`config.mk`:
```
export PLATFORM = sky130hd
export DESIGN_NAME = can_signal_frame_decoder
export DESIGN_NICKNAME = d
export VERILOG_FILES = /design/src/sv/cfd_pkg.sv /design/src/sv/cfd_seq.sv /design/src/sv/can_signal_frame_decoder.sv
export SDC_FILE = /design/constraint.sdc
export NUM_CORES = 2
export LEC_CHECK = 0
export BUFFER_PORTS_ARGS = -buffer_cell sky130_fd_sc_hd__buf_2
export CAP_MARGIN = 10
export CORE_MARGIN = 4
export CORE_UTILIZATION = 55
export CTS_BUF_LIST = sky130_fd_sc_hd__clkbuf_8
export DETAILED_ROUTE_END_ITERATION = 7
export GPL_TIMING_DRIVEN = 0
export HOLD_SLACK_MARGIN = 0.12
export PLACE_DENSITY_LB_ADDON = 0.1
export SLEW_MARGIN = 20
export SYNTH_ARGS = -nofsm -noshare
export SYNTH_HDL_FRONTEND = slang
export SYNTH_HIERARCHICAL = 1
export SYNTH_SLANG_ARGS = --single-unit
```
`constraint.sdc`:
```
create_clock -name clock -period 17.7 [get_ports clock]
set_input_delay 1.77 -clock clock [delete_from_list [all_inputs] [get_ports clock]]
set_output_delay 1.77 -clock clock [all_outputs]
set_load 0.02 [all_outputs]
```
`src/sv/cfd_pkg.sv`:
```
`timescale 1ns / 1ps
// ----------------------------------------------------------------------------
// cfd_pkg
// Shared widths, signal descriptor ROM, identifier groups and pipeline types
// for the CAN signal frame decoder.
// ----------------------------------------------------------------------------
package cfd_pkg;

   localparam int NUM_SIGNALS    = 26;
   localparam int MAX_FIELD_BITS = 32;
   localparam int FIELD_LIMIT    = (MAX_FIELD_BITS < 32) ? MAX_FIELD_BITS : 32;

   localparam int ID_W     = 11;
   localparam int DATA_W   = 64;
   localparam int IDX_W    = 5;
   localparam int RAW_W    = 32;
   localparam int SCALED_W = 64;
   localparam int FACTOR_W = 48;
   localparam int HALF_W   = 24;
   localparam int PROD_W   = 56;
   localparam int OFF_W    = 16;
   localparam int CNT_W    = 3;

   // identifiers 0x500..0x507 share these upper eight bits
   localparam logic [7:0] ID_GROUP_BASE = 8'hA0;

   // factors, unsigned Q1.47
   localparam logic [FACTOR_W-1:0] F_ACC   = 48'd17179869184;
   localparam logic [FACTOR_W-1:0] F_GYR   = 48'd1073728519909;
   localparam logic [FACTOR_W-1:0] F_ANG   = 48'd1546142047072;
   localparam logic [FACTOR_W-1:0] F_MILLI = 48'd140737488355;
   localparam logic [FACTOR_W-1:0] F_ONE   = 48'd140737488355328;
   localparam logic [FACTOR_W-1:0] F_DEG7  = 48'd14073749;
   localparam logic [FACTOR_W-1:0] F_SPD   = 48'd429488593214;
   localparam logic [FACTOR_W-1:0] F_CENTI = 48'd1407374883553;

   // rounding and saturation of the Q32.32 result
   localparam logic [PROD_W-1:0]   ROUND_HALF = 56'h00_0000_0000_4000;
   localparam logic [PROD_W-1:0]   OVF_LIMIT  = 56'h40_0100_0000_0000;
   localparam logic [SCALED_W-1:0] SCALED_MAX = 64'h7FFF_FFFF_FFFF_FFFF;

   typedef struct packed {
      logic [5:0]              start;
      logic [5:0]              len;
      logic [FACTOR_W-1:0]     factor;
      logic signed [OFF_W-1:0] offset;
   } desc_type;

   typedef struct packed {
      logic [IDX_W-1:0] first;
      logic [CNT_W-1:0] count;
   } group_type;

   // one signal job handed from the sequencer to the pipeline
   typedef struct packed {
      logic [IDX_W-1:0] index;
      logic             unknown;
      logic             last;
   } task_type;

   // per-result fields that ride along the arithmetic stages
   typedef struct packed {
      logic [IDX_W-1:0]        index;
      logic [RAW_W-1:0]        raw;
      logic signed [OFF_W-1:0] offset;
      logic                    unknown;
      logic                    last;
   } meta_type;

   function automatic desc_type mk_desc(input logic [5:0] start, input logic [5:0] len,
                                        input logic [FACTOR_W-1:0] factor,
                                        input logic signed [OFF_W-1:0] offset);
      desc_type d;
      d.start  = start;
      d.len    = len;
      d.factor = factor;
      d.offset = offset;
      return d;
   endfunction

   function automatic desc_type cfd_rom(input logic [IDX_W-1:0] idx);
      desc_type d;
      case (idx)
         5'd0:    d = mk_desc(6'd7,  6'd16, F_ACC,   -16'sd4);
         5'd1:    d = mk_desc(6'd23, 6'd16, F_ACC,   -16'sd4);
         5'd2:    d = mk_desc(6'd39, 6'd16, F_ACC,   -16'sd4);
         5'd3:    d = mk_desc(6'd7,  6'd16, F_GYR,   -16'sd250);
         5'd4:    d = mk_desc(6'd23, 6'd16, F_GYR,   -16'sd250);
         5'd5:    d = mk_desc(6'd39, 6'd16, F_GYR,   -16'sd250);
         5'd6:    d = mk_desc(6'd7,  6'd16, F_ANG,   -16'sd360);
         5'd7:    d = mk_desc(6'd23, 6'd16, F_ANG,   -16'sd360);
         5'd8:    d = mk_desc(6'd39, 6'd16, F_ANG,   -16'sd360);
         5'd9:    d = mk_desc(6'd7,  6'd32, F_MILLI, -16'sd10000);
         5'd10:   d = mk_desc(6'd39, 6'd32, F_ONE,   16'sd0);
         5'd11:   d = mk_desc(6'd7,  6'd32, F_DEG7,  -16'sd180);
         5'd12:   d = mk_desc(6'd39, 6'd32, F_DEG7,  -16'sd180);
         5'd13:   d = mk_desc(6'd7,  6'd16, F_SPD,   -16'sd100);
         5'd14:   d = mk_desc(6'd23, 6'd16, F_SPD,   -16'sd100);
         5'd15:   d = mk_desc(6'd39, 6'd16, F_SPD,   -16'sd100);
         5'd16:   d = mk_desc(6'd7,  6'd8,  F_ONE,   16'sd0);
         5'd17:   d = mk_desc(6'd15, 6'd8,  F_ONE,   16'sd0);
         5'd18:   d = mk_desc(6'd23, 6'd8,  F_ONE,   16'sd0);
         5'd19:   d = mk_desc(6'd31, 6'd8,  F_ONE,   16'sd0);
         5'd20:   d = mk_desc(6'd39, 6'd8,  F_ONE,   16'sd0);
         5'd21:   d = mk_desc(6'd47, 6'd8,  F_ONE,   16'sd0);
         5'd22:   d = mk_desc(6'd7,  6'd16, F_MILLI, 16'sd0);
         5'd23:   d = mk_desc(6'd23, 6'd16, F_MILLI, 16'sd0);
         5'd24:   d = mk_desc(6'd39, 6'd16, F_MILLI, 16'sd0);
         5'd25:   d = mk_desc(6'd55, 6'd16, F_CENTI, 16'sd0);
         default: d = mk_desc(6'd0,  6'd0,  '0,      16'sd0);
      endcase
      return d;
   endfunction

   // signal list of each identifier 0x500..0x507, by the low three bits
   function automatic group_type cfd_group(input logic [2:0] sel);
      group_type g;
      case (sel)
         3'd0:    g = '{first: 5'd0,  count: 3'd3};
         3'd1:    g = '{first: 5'd3,  count: 3'd3};
         3'd2:    g = '{first: 5'd6,  count: 3'd3};
         3'd3:    g = '{first: 5'd9,  count: 3'd2};
         3'd4:    g = '{first: 5'd11, count: 3'd2};
         3'd5:    g = '{first: 5'd13, count: 3'd3};
         3'd6:    g = '{first: 5'd16, count: 3'd6};
         3'd7:    g = '{first: 5'd22, count: 3'd4};
         default: g = '{first: 5'd0,  count: 3'd1};
      endcase
      return g;
   endfunction

endpackage

```
`src/sv/cfd_seq.sv`:
```
`timescale 1ns / 1ps
// ----------------------------------------------------------------------------
// cfd_seq
// Frame sequencer: holds one frame and issues one signal job per cycle while
// task_ready is high, taking the next frame in the cycle its last job leaves.
// ----------------------------------------------------------------------------
module cfd_seq (
   input  logic                         clock,
   input  logic                         reset,
   input  logic                         in_valid,
   output logic                         in_ready,
   input  logic [cfd_pkg::ID_W-1:0]     in_frame_id,
   input  logic [cfd_pkg::DATA_W-1:0]   in_frame_data,
   output logic                         task_valid,
   input  logic                         task_ready,
   output cfd_pkg::task_type            task_info,
   output logic [cfd_pkg::DATA_W-1:0]   task_data
);

   logic                          busy_ff, busy_in;
   logic                          unknown_ff, unknown_in;
   logic [cfd_pkg::IDX_W-1:0]     first_ff, first_in;
   logic [cfd_pkg::CNT_W-1:0]     count_ff, count_in;
   logic [cfd_pkg::CNT_W-1:0]     step_ff, step_in;
   logic [cfd_pkg::DATA_W-1:0]    data_ff, data_in;
   cfd_pkg::group_type            grp;
   logic                          is_last;
   logic                          load;
   logic                          issue;

   // describe the job at the current step
   always_comb begin
      is_last           = ((step_ff + 3'd1) == count_ff);
      task_valid        = busy_ff;
      task_info.index   = unknown_ff ? '0 : (first_ff + 5'(step_ff));
      task_info.unknown = unknown_ff;
      task_info.last    = is_last;
      task_data         = data_ff;
   end

   assign issue    = busy_ff && task_ready;
   assign in_ready = !busy_ff || (task_ready && is_last);
   assign load     = in_valid && in_ready;
   assign grp      = cfd_pkg::cfd_group(in_frame_id[2:0]);

   // load a new frame, or advance through the held one
   always_comb begin
      busy_in    = busy_ff;
      unknown_in = unknown_ff;
      first_in   = first_ff;
      count_in   = count_ff;
      step_in    = step_ff;
      data_in    = data_ff;
      if (load) begin
         busy_in    = 1'b1;
         unknown_in = (in_frame_id[10:3] != cfd_pkg::ID_GROUP_BASE);
         first_in   = grp.first;
         count_in   = unknown_in ? 3'd1 : grp.count;
         step_in    = '0;
         data_in    = in_frame_data;
      end else if (issue) begin
         if (is_last) begin
            busy_in = 1'b0;
         end else begin
            step_in = step_ff + 3'd1;
         end
      end
   end

   always_ff @(posedge clock) begin
      if (reset) begin
         busy_ff <= 1'b0;
      end else begin
         busy_ff <= busy_in;
      end
   end

   always_ff @(posedge clock) begin
      unknown_ff <= unknown_in;
      first_ff   <= first_in;
      count_ff   <= count_in;
      step_ff    <= step_in;
      data_ff    <= data_in;
   end

endmodule

```
`src/sv/can_signal_frame_decoder.sv`:
```
`timescale 1ns / 1ps
// ----------------------------------------------------------------------------
// can_signal_frame_decoder
// Decodes Motorola-order signals of CAN frames 0x500..0x507 into raw and
// scaled (signed Q32.32) values, one result per signal.
// ----------------------------------------------------------------------------
// A frame produces one result per signal of its identifier (2 to 6, one per
// cycle unless stalled), or a single unknown_id result for any other
// identifier; the next frame is taken in the cycle its last result enters
// the pipeline. The pipeline stages are the job register, field extraction,
// 32x24 multiplies, rounding, and offset add with saturation. Backpressure on
// rsp_ready holds every full stage that cannot advance, without loss.
module can_signal_frame_decoder #(
   parameter int NUM_SIGNALS    = cfd_pkg::NUM_SIGNALS,
   parameter int MAX_FIELD_BITS = cfd_pkg::MAX_FIELD_BITS
) (
   input  logic                                clock,
   input  logic                                reset,
   input  logic                                req_valid,
   output logic                                req_ready,
   input  logic [cfd_pkg::ID_W-1:0]            req_frame_id,
   input  logic [cfd_pkg::DATA_W-1:0]          req_frame_data,
   output logic                                rsp_valid,
   input  logic                                rsp_ready,
   output logic [cfd_pkg::IDX_W-1:0]           rsp_signal_index,
   output logic [cfd_pkg::RAW_W-1:0]           rsp_raw_value,
   output logic signed [cfd_pkg::SCALED_W-1:0] rsp_scaled_value,
   output logic                                rsp_unknown_id,
   output logic                                rsp_last
);

   // longest field that is extracted
   localparam int FIELD_LIMIT = (MAX_FIELD_BITS < 32) ? MAX_FIELD_BITS : 32;

   logic                          task_valid;
   cfd_pkg::task_type             task_info;
   logic [cfd_pkg::DATA_W-1:0]    task_data;

   // stage valid bits and ready chain
   logic s1_valid_ff, s1_valid_in, s1_rdy;
   logic s2_valid_ff, s2_valid_in, s2_rdy;
   logic s3_valid_ff, s3_valid_in, s3_rdy;
   logic s4_valid_ff, s4_valid_in, s4_rdy;
   logic rsp_valid_ff, rsp_valid_in, rsp_rdy;

   // stage payloads
   cfd_pkg::task_type             s1_task_ff, s1_task_in;
   logic [cfd_pkg::DATA_W-1:0]    s1_data_ff, s1_data_in;
   cfd_pkg::meta_type             s2_meta_ff, s2_meta_in;
   logic [cfd_pkg::FACTOR_W-1:0]  s2_factor_ff, s2_factor_in;
   cfd_pkg::meta_type             s3_meta_ff, s3_meta_in;
   logic [cfd_pkg::PROD_W-1:0]    s3_hi_ff, s3_hi_in;
   logic [cfd_pkg::PROD_W-1:0]    s3_lo_ff, s3_lo_in;
   cfd_pkg::meta_type             s4_meta_ff, s4_meta_in;
   logic [cfd_pkg::SCALED_W-1:0]  s4_mag_ff, s4_mag_in;
   logic                          s4_ovf_ff, s4_ovf_in;
   cfd_pkg::meta_type             rsp_meta_ff, rsp_meta_in;
   logic [cfd_pkg::SCALED_W-1:0]  rsp_scaled_ff, rsp_scaled_in;

   // extraction helpers
   cfd_pkg::desc_type             desc;
   logic [5:0]                    len_eff;
   logic [5:0]                    msb_pos;
   logic [6:0]                    shift;
   logic [cfd_pkg::DATA_W-1:0]    be_data;
   logic [95:0]                   wide;
   logic [cfd_pkg::RAW_W-1:0]     mask;
   logic                          in_range;

   // rounding and offset helpers
   logic [cfd_pkg::PROD_W:0]      lo_rounded;
   logic [65:0]                   off_ext;
   logic [65:0]                   sum;

   cfd_seq u_seq (
      .clock         (clock),
      .reset         (reset),
      .in_valid      (req_valid),
      .in_ready      (req_ready),
      .in_frame_id   (req_frame_id),
      .in_frame_data (req_frame_data),
      .task_valid    (task_valid),
      .task_ready    (s1_rdy),
      .task_info     (task_info),
      .task_data     (task_data)
   );

   // each stage takes new data when it is empty or its successor moves
   assign rsp_rdy = !rsp_valid_ff || rsp_ready;
   assign s4_rdy  = !s4_valid_ff || rsp_rdy;
   assign s3_rdy  = !s3_valid_ff || s4_rdy;
   assign s2_rdy  = !s2_valid_ff || s3_rdy;
   assign s1_rdy  = !s1_valid_ff || s2_rdy;

   assign s1_valid_in  = s1_rdy  ? task_valid  : s1_valid_ff;
   assign s2_valid_in  = s2_rdy  ? s1_valid_ff : s2_valid_ff;
   assign s3_valid_in  = s3_rdy  ? s2_valid_ff : s3_valid_ff;
   assign s4_valid_in  = s4_rdy  ? s3_valid_ff : s4_valid_ff;
   assign rsp_valid_in = rsp_rdy ? s4_valid_ff : rsp_valid_ff;

   always_ff @(posedge clock) begin
      if (reset) begin
         s1_valid_ff  <= 1'b0;
         s2_valid_ff  <= 1'b0;
         s3_valid_ff  <= 1'b0;
         s4_valid_ff  <= 1'b0;
         rsp_valid_ff <= 1'b0;
      end else begin
         s1_valid_ff  <= s1_valid_in;
         s2_valid_ff  <= s2_valid_in;
         s3_valid_ff  <= s3_valid_in;
         s4_valid_ff  <= s4_valid_in;
         rsp_valid_ff <= rsp_valid_in;
      end
   end

   // stage 1: register the job
   assign s1_task_in = task_info;
   assign s1_data_in = task_data;

   // stage 2: look up the descriptor and pull the field out in Motorola order
   always_comb begin
      desc = cfd_pkg::cfd_rom(s1_task_ff.index);
      len_eff = (desc.len > 6'(FIELD_LIMIT)) ? 6'(FIELD_LIMIT) : desc.len;
      // reverse byte order so the field is one contiguous run below its MSB
      for (int k = 0; k < 8; k++) begin
         be_data[(7-k)*8 +: 8] = s1_data_ff[k*8 +: 8];
      end
      msb_pos  = {~desc.start[5:3], desc.start[2:0]};
      shift    = 7'(msb_pos) + 7'd33 - 7'(len_eff);
      wide     = {be_data, 32'b0} >> shift;
      mask     = 32'((33'd1 << len_eff) - 33'd1);
      in_range = ({2'b00, s1_task_ff.index} < 7'(NUM_SIGNALS)) && !s1_task_ff.unknown;
      s2_meta_in.index   = s1_task_ff.index;
      s2_meta_in.unknown = s1_task_ff.unknown;
      s2_meta_in.last    = s1_task_ff.last;
      s2_meta_in.raw     = in_range ? (wide[31:0] & mask) : '0;
      s2_meta_in.offset  = in_range ? desc.offset : '0;
      s2_factor_in       = in_range ? desc.factor : '0;
   end

   // stage 3: split product against the two factor halves
   always_comb begin
      s3_meta_in = s2_meta_ff;
      s3_hi_in   = s2_meta_ff.raw * s2_factor_ff[cfd_pkg::FACTOR_W-1:cfd_pkg::HALF_W];
      s3_lo_in   = s2_meta_ff.raw * s2_factor_ff[cfd_pkg::HALF_W-1:0];
   end

   // stage 4: round to Q32.32 and join the halves, flag overflow
   always_comb begin
      s4_meta_in = s3_meta_ff;
      lo_rounded = {1'b0, s3_lo_ff} + {1'b0, cfd_pkg::ROUND_HALF};
      s4_ovf_in  = (s3_hi_ff >= cfd_pkg::OVF_LIMIT);
      s4_mag_in  = {s3_hi_ff[54:0], 9'b0} + 64'(lo_rounded[cfd_pkg::PROD_W:15]);
   end

   // stage 5: add the offset and saturate to the signed range
   always_comb begin
      rsp_meta_in = s4_meta_ff;
      off_ext     = {{18{s4_meta_ff.offset[cfd_pkg::OFF_W-1]}}, s4_meta_ff.offset, 32'b0};
      sum         = {2'b00, s4_mag_ff} + off_ext;
      if (s4_ovf_ff || (!sum[65] && (sum[64] || sum[63]))) begin
         rsp_scaled_in = cfd_pkg::SCALED_MAX;
      end else begin
         rsp_scaled_in = sum[63:0];
      end
   end

   // hold payloads while stalled, load on advance
   always_ff @(posedge clock) begin
      if (s1_rdy && task_valid) begin
         s1_task_ff <= s1_task_in;
         s1_data_ff <= s1_data_in;
      end
      if (s2_rdy && s1_valid_ff) begin
         s2_meta_ff   <= s2_meta_in;
         s2_factor_ff <= s2_factor_in;
      end
      if (s3_rdy && s2_valid_ff) begin
         s3_meta_ff <= s3_meta_in;
         s3_hi_ff   <= s3_hi_in;
         s3_lo_ff   <= s3_lo_in;
      end
      if (s4_rdy && s3_valid_ff) begin
         s4_meta_ff <= s4_meta_in;
         s4_mag_ff  <= s4_mag_in;
         s4_ovf_ff  <= s4_ovf_in;
      end
      if (rsp_rdy && s4_valid_ff) begin
         rsp_meta_ff   <= rsp_meta_in;
         rsp_scaled_ff <= rsp_scaled_in;
      end
   end

   assign rsp_valid        = rsp_valid_ff;
   assign rsp_signal_index = rsp_meta_ff.index;
   assign rsp_raw_value    = rsp_meta_ff.raw;
   assign rsp_scaled_value = rsp_scaled_ff;
   assign rsp_unknown_id   = rsp_meta_ff.unknown;
   assign rsp_last         = rsp_meta_ff.last;

endmodule

```
Word level (Yosys, flattened, before mapping)
Memories as Yosys holds them, arrays and structs flattened. A register that Yosys moved wholly into a read port is not among the register bits.
Cells that the tools add are included.
Widths: inputs -> output; s select.
{"block": "word_totals", "mem_bits_ro": 2176, "out_inout_bits": 105, "regBits": 646, "word_cells": 97, "memories": 2, "in_bits": 79}
{"memory": "(no name shown)", "depth": 32, "width": 66, "rd": 1, "rd_ports_with_merged_regs": 1, "write_ports": 0, "line": "cfd_pkg.sv:83", "source": "case (idx)"}
{"memory": "(no name shown)", "depth": 8, "width": 8, "rd": 1, "rd_ports_with_merged_regs": 0, "write_ports": 0, "line": "cfd_pkg.sv:118", "source": "case (sel)"}
{"block": "op_classes", "multipliers": 2, "n_reduce_logical": 29, "eq_ne": 2, "shifts": 2, "n_lt_le_gt_ge": 3, "addsub": 8, "mux": 6, "bitwise_logic": 3}
{"operator": "$mul 32x24->56", "count": 2}
{"operator": "$shr 96x7->32", "count": 1}
{"operator": "$add 65x48->66", "count": 1}
{"operator": "$add 64x42->64", "count": 1}
{"operator": "$add 56x15->57 const B", "count": 1}
{"operator": "$ge 56x55->1 const B", "count": 1}
{"operator": "$and 32x32->32", "count": 1}
{"operator": "$shl 1x6->32 const A", "count": 1}
{"operator": "$sub 32x1->32 const B", "count": 1}
{"operator": "$mux 5", "count": 2}
{"operator": "$logic_and 1x1->1", "count": 9}
{"operator": "$logic_not 1->1", "count": 8}
{"operator": "$logic_or 1x1->1", "count": 8}
{"operator": "$ne 8x8->1 const B", "count": 1}
{"operator": "$add 6x6->7 const B", "count": 1}
{"operator": "$sub 7x6->7", "count": 1}
{"operator": "$gt 6x6->1 const B", "count": 1}
{"operator": "$mux 6", "count": 1}
{"operator": "$add 5x3->5", "count": 1}
{"operator": "$lt 5x5->1 const B", "count": 1}
{"operator": "$reduce_and 2->1", "count": 2}
{"operator": "$reduce_bool 2->1", "count": 2}
{"operator": "$add 3x1->3 const B", "count": 1}
{"operator": "$eq 3x3->1", "count": 1}
{"operator": "other kinds (3)", "count": 5}

Longest topological paths before layout
{"block": "depth", "depth_word": 11, "mapped_depth": 29}

Modules after synthesis
Netlist, hierarchy kept.
{"module": "can_signal_frame_decoder", "instances": 1, "area_per_inst_um2": 67070.6, "cells_per_inst": 6529}
{"module": "cfd_seq", "instances": 1, "area_per_inst_um2": 2780.2, "cells_per_inst": 144}

Worst setup path before layout
No wires, ideal clock.
{"block": "synth_path", "path_kind": "input port to flip-flop", "from": "input port rsp_ready", "to": "register s4_meta_ff (netlist bit off_ext[33]) (enable)", "path_slack_ps": 6994, "required_ps": 16946, "stages": 2, "setup_ps": 754, "path_buffers": 0, "arrival_time_ps": 9951, "cell_sequence": "nor2b_1 > a21boi_0"}
{"block": "synth_via", "elab_chain_len": 3}
{"element": "start, declared", "line": "can_signal_frame_decoder.sv:24", "source": "input logic rsp_ready,"}
{"element": "$logic_or 1x1->1", "line": "can_signal_frame_decoder.sv:89", "source": "assign rsp_rdy = !rsp_valid_ff || rsp_ready;"}
{"element": "$logic_or 1x1->1", "line": "can_signal_frame_decoder.sv:90", "source": "assign s4_rdy = !s4_valid_ff || rsp_rdy;"}
{"element": "$logic_and 1x1->1", "line": "can_signal_frame_decoder.sv:184", "source": "if (s4_rdy && s3_valid_ff) begin"}
{"element": "end signal, assigned", "line": "can_signal_frame_decoder.sv:185", "source": "s4_meta_ff <= s4_meta_in;"}
{"element": "end, declared", "line": "can_signal_frame_decoder.sv:54", "source": "cfd_pkg::meta_type s4_meta_ff, s4_meta_in;"}
Every way passes these cells.
A chain may end at the register's enable or synchronous reset.

Worst setup path after layout
{"block": "layout_path", "from": "register s2_meta_ff[28] in the netlist's numbering", "to": "register s3_lo_ff[55] in the netlist's numbering (data pin)"}
{"block": "layout_via", "elab_chain_len": 1}
{"element": "start, declared", "line": "can_signal_frame_decoder.sv:49", "source": "cfd_pkg::meta_type s2_meta_ff, s2_meta_in;"}
{"element": "start signal, assigned", "line": "can_signal_frame_decoder.sv:176", "source": "s2_meta_ff <= s2_meta_in;"}
{"element": "$mul 32x24->56", "line": "can_signal_frame_decoder.sv:146", "source": "s3_lo_in = s2_meta_ff.raw * s2_factor_ff[cfd_pkg::HALF_W-1:0];"}
{"element": "net s3_lo_in, one bit", "line": "can_signal_frame_decoder.sv:53", "source": "logic [cfd_pkg::PROD_W-1:0] s3_lo_ff, s3_lo_in;"}
{"element": "end signal, assigned", "line": "can_signal_frame_decoder.sv:182", "source": "s3_lo_ff <= s3_lo_in;"}
{"element": "end, declared", "line": "can_signal_frame_decoder.sv:53"}
The timed path passes the listed nets, and every way through them passes these cells.

==> flow_summary.ini <==
[sta]
rsz0062_at_grt = false
period_share_pct = 59.9
worst_clock_skew_ns = 0.0456
slew_headroom_pct = 18.6
period_needed_ns = 10.60
tns_ns = 0
finalMaxSlewViolations = 0
finalHoldViolations = 0
worst_pin_slew_ns = 1.22
setup_viol = 0
max_freq_mhz = 94.3

[floorplan]
num_rows = 130
chipWidth_um = 364
top_level_ports = 184
die-area_um2 = 133000
dieHeight_um = 364
initial_core_util_pct = 55.5
coreArea_um2 = 126000

[yosys]
yosysWarnings = 6
ys_async_sr_fraction_pct = 0
synth_edf_count = 577
synthDistinctLibCells = 91
synth_seq_area_share_pct = 26.2
ys.flop_type = edfxtp_1
synth_fp_nets = 8388
synthCells = 6673
synth-seq-cells = 627
synth.avg_cell_area_um2 = 10.5
syn_area_um2 = 69900

[clock_network]
post_cts_resized = 0
ctsHoldBuffers = 0
cts_made_buffers = 104
tritoncts = yes
path_clk_slew_ns = 0.07
cts_sinks = 627
htreeDepth = 3
cts_setup_buffers = 0
clockRootBuffer = clkbuf_8
clockBufferDepth = 3
clk_latency_ns = 0.81

[drt]
wl_per_cell_um = 26.4
vias_per_cell = 5.64
drtIter0Drc = 3885
dr.pass1.iters = 6
wirelength_um = 231000
ant_nets = 0
num_vias = 49288
drcViolationCount = 0

[setup_path]
slowest_stage = edfxtp_1
cpMostUsedCell = fa_1
cp.arrival_ns = 11.02
path_delay_family = adder cells
crit_type = flop to flop
timing.critical_path.to_type = flop
worstPathRequired_ns = 18.12
start_kind = flop
path_buf_inv = 5
r2r_cells = 24
path_depth = 24
slowest_delay_ns = 1.01
cp_max_fo = 10
worstPathCellList = clkbuf_1 > nand2_1 > fa_1 > fa_1 > inv_1 > fa_1 > fa_1 > fa_1 > fa_1 > inv_1 > fa_1 > inv_1 > ha_1 > and3_1 > nand4_1 > nor3_1 > nor2b_1 > a2111oi_4 > buf_6 > or4_1 > a21oi_1 > a211oi_1 > o221ai_1 > xnor2_1

[grt]
grt_pass1_vias = 51951
track_usage_pct = 35.5
grt_max_degree = 30
overflow = 0
grt_pass1_wl_um = 338000
antenna_found_initial = 40

[placed_design]
gp_congestion = 1.01
io_buffers = 182
hpwl_um = 194000

[hold_path]
hold_depth = 0
hold_path_class = flop to flop

[finish]
fin_nets = 8705
final_common_cell = inv_1
drive_gt1_share_pct = 6.60
area_growth_pct = 8.66
final_cell_mix = inv_1 (1498), fa_1 (1133), nand2_1 (659)

[job]
max-cap-violations = 0

[status]
outcome = finished, final reports clean
[logic make-up after synthesis]
logic type | share of synthesized area, %
buf+inv | 9.45
simple gates | 11.8
fa+ha+maj | 41.5
compound gates | 6.62
flops | 26.2
xor+xnor | 2.78
mux | 1.64
[per-layer routing]
layer	GRT usage [%]	part of all wire (%)
met1	42.9	37
met2	58.8	47
met3	8.20	8.8
met4	20.3	6.8
met5	0	0.071
[final cells by class]
| cell class | instances | area (um^2) |
|---|---|---|
| clock inverter | 81 | 677 |
| multi-input combinational | 4301 | 45000 |
| fill | 10857 | 50000 |
| buffer | 269 | 1070 |
| tap | 1650 | 2060 |
| timing repair buffer | 211 | 1610 |
| clock buffer | 113 | 1560 |
| inverter | 1476 | 5540 |
| antenna | 11 | 27.5 |
| sequential | 627 | 18300 |
[Yosys cell counts (all sizes together), types with 29 or more instances]
master	instances	share of area, %
inv	1476	7.9
ha	503	9.0
fa	1133	32
xnor2	152	1.9
and2	480	4.3
a21oi	249	1.8
o21ai	133	0.97
nor2	146	0.78
edfxtp	577	25
xor2	67	0.84
a31oi	36	0.33
nand3	65	0.47
or3	64	0.57
nand4	39	0.35
dfxtp	50	1.4
and3	34	0.31
nor2b	37	0.33
nor3	33	0.24
a21o	99	1.1
nand2	659	3.5
a211oi	37	0.40
mux2i	29	0.42
clkbuf	247	1.3
[final timing paths]
path                                start                        end  slack, ns
min reg2reg      s3_meta_ff[39]$_DFFE_PP_  rsp_meta_in[39]$_DFFE_PP_       0.40
max          s2_meta_ff[28]$_SDFFCE_PN0P_     s3_lo_ff[55]$_DFFE_PP_       7.10
min              s3_meta_ff[39]$_DFFE_PP_  rsp_meta_in[39]$_DFFE_PP_       0.40
max reg2reg  s2_meta_ff[28]$_SDFFCE_PN0P_     s3_lo_ff[55]$_DFFE_PP_       7.10
[worst reg2reg max path: stages, from the launching register on]
cell and delay, ns:
edfxtp_1 1.01, clkbuf_1 0.99, nand2_1 0.69, fa_1 0.67, fa_1 0.51, inv_1 0.07, fa_1 0.48, fa_1 0.61
fa_1 0.46, fa_1 0.51, inv_1 0.06, fa_1 0.50, inv_1 0.06, ha_1 0.37, and3_1 0.26, nand4_1 0.14
nor3_1 0.09, nor2b_1 0.17, a2111oi_4 0.36, buf_6 0.22, or4_1 0.19, a21oi_1 0.08, a211oi_1 0.52, o221ai_1 0.31
xnor2_1 0.93
[flip-flops by register name, indices dropped and copies added (netlist names), 8 cells and up]
| signal | count |
|---|---|
| rsp_scaled_value | 64 |
| s1_data_ff | 64 |
| s4_mag_ff | 64 |
| u_seq/task_data | 64 |
| s3_hi_ff | 56 |
| s3_meta_ff | 47 |
| s2_meta_ff | 46 |
| s3_lo_ff | 42 |
| desc | 41 |
| rsp_meta_in | 39 |
| rsp_raw_value | 32 |
| s2_factor_ff | 27 |
| off_ext | 8 |
[per-stage QoR]
stage,instances,hold WS (ns),util [%],instance area [um^2],setup slack [ns]
floorplan,6673,0.400,-,69900,6.99
detailed placement,8534,0.405,58.5,73600,7.26
CTS,8728,0.403,60.3,75900,7.24
global route,8729,0.413,60.3,75900,6.97
global placement,8505,0.401,57.8,72800,0.833
finish,8739,0.402,60.3,75900,7.10
Power is left out: the tool's default activity adds up to more than one toggle a clock period on the data nets, which glitch-free logic cannot reach.
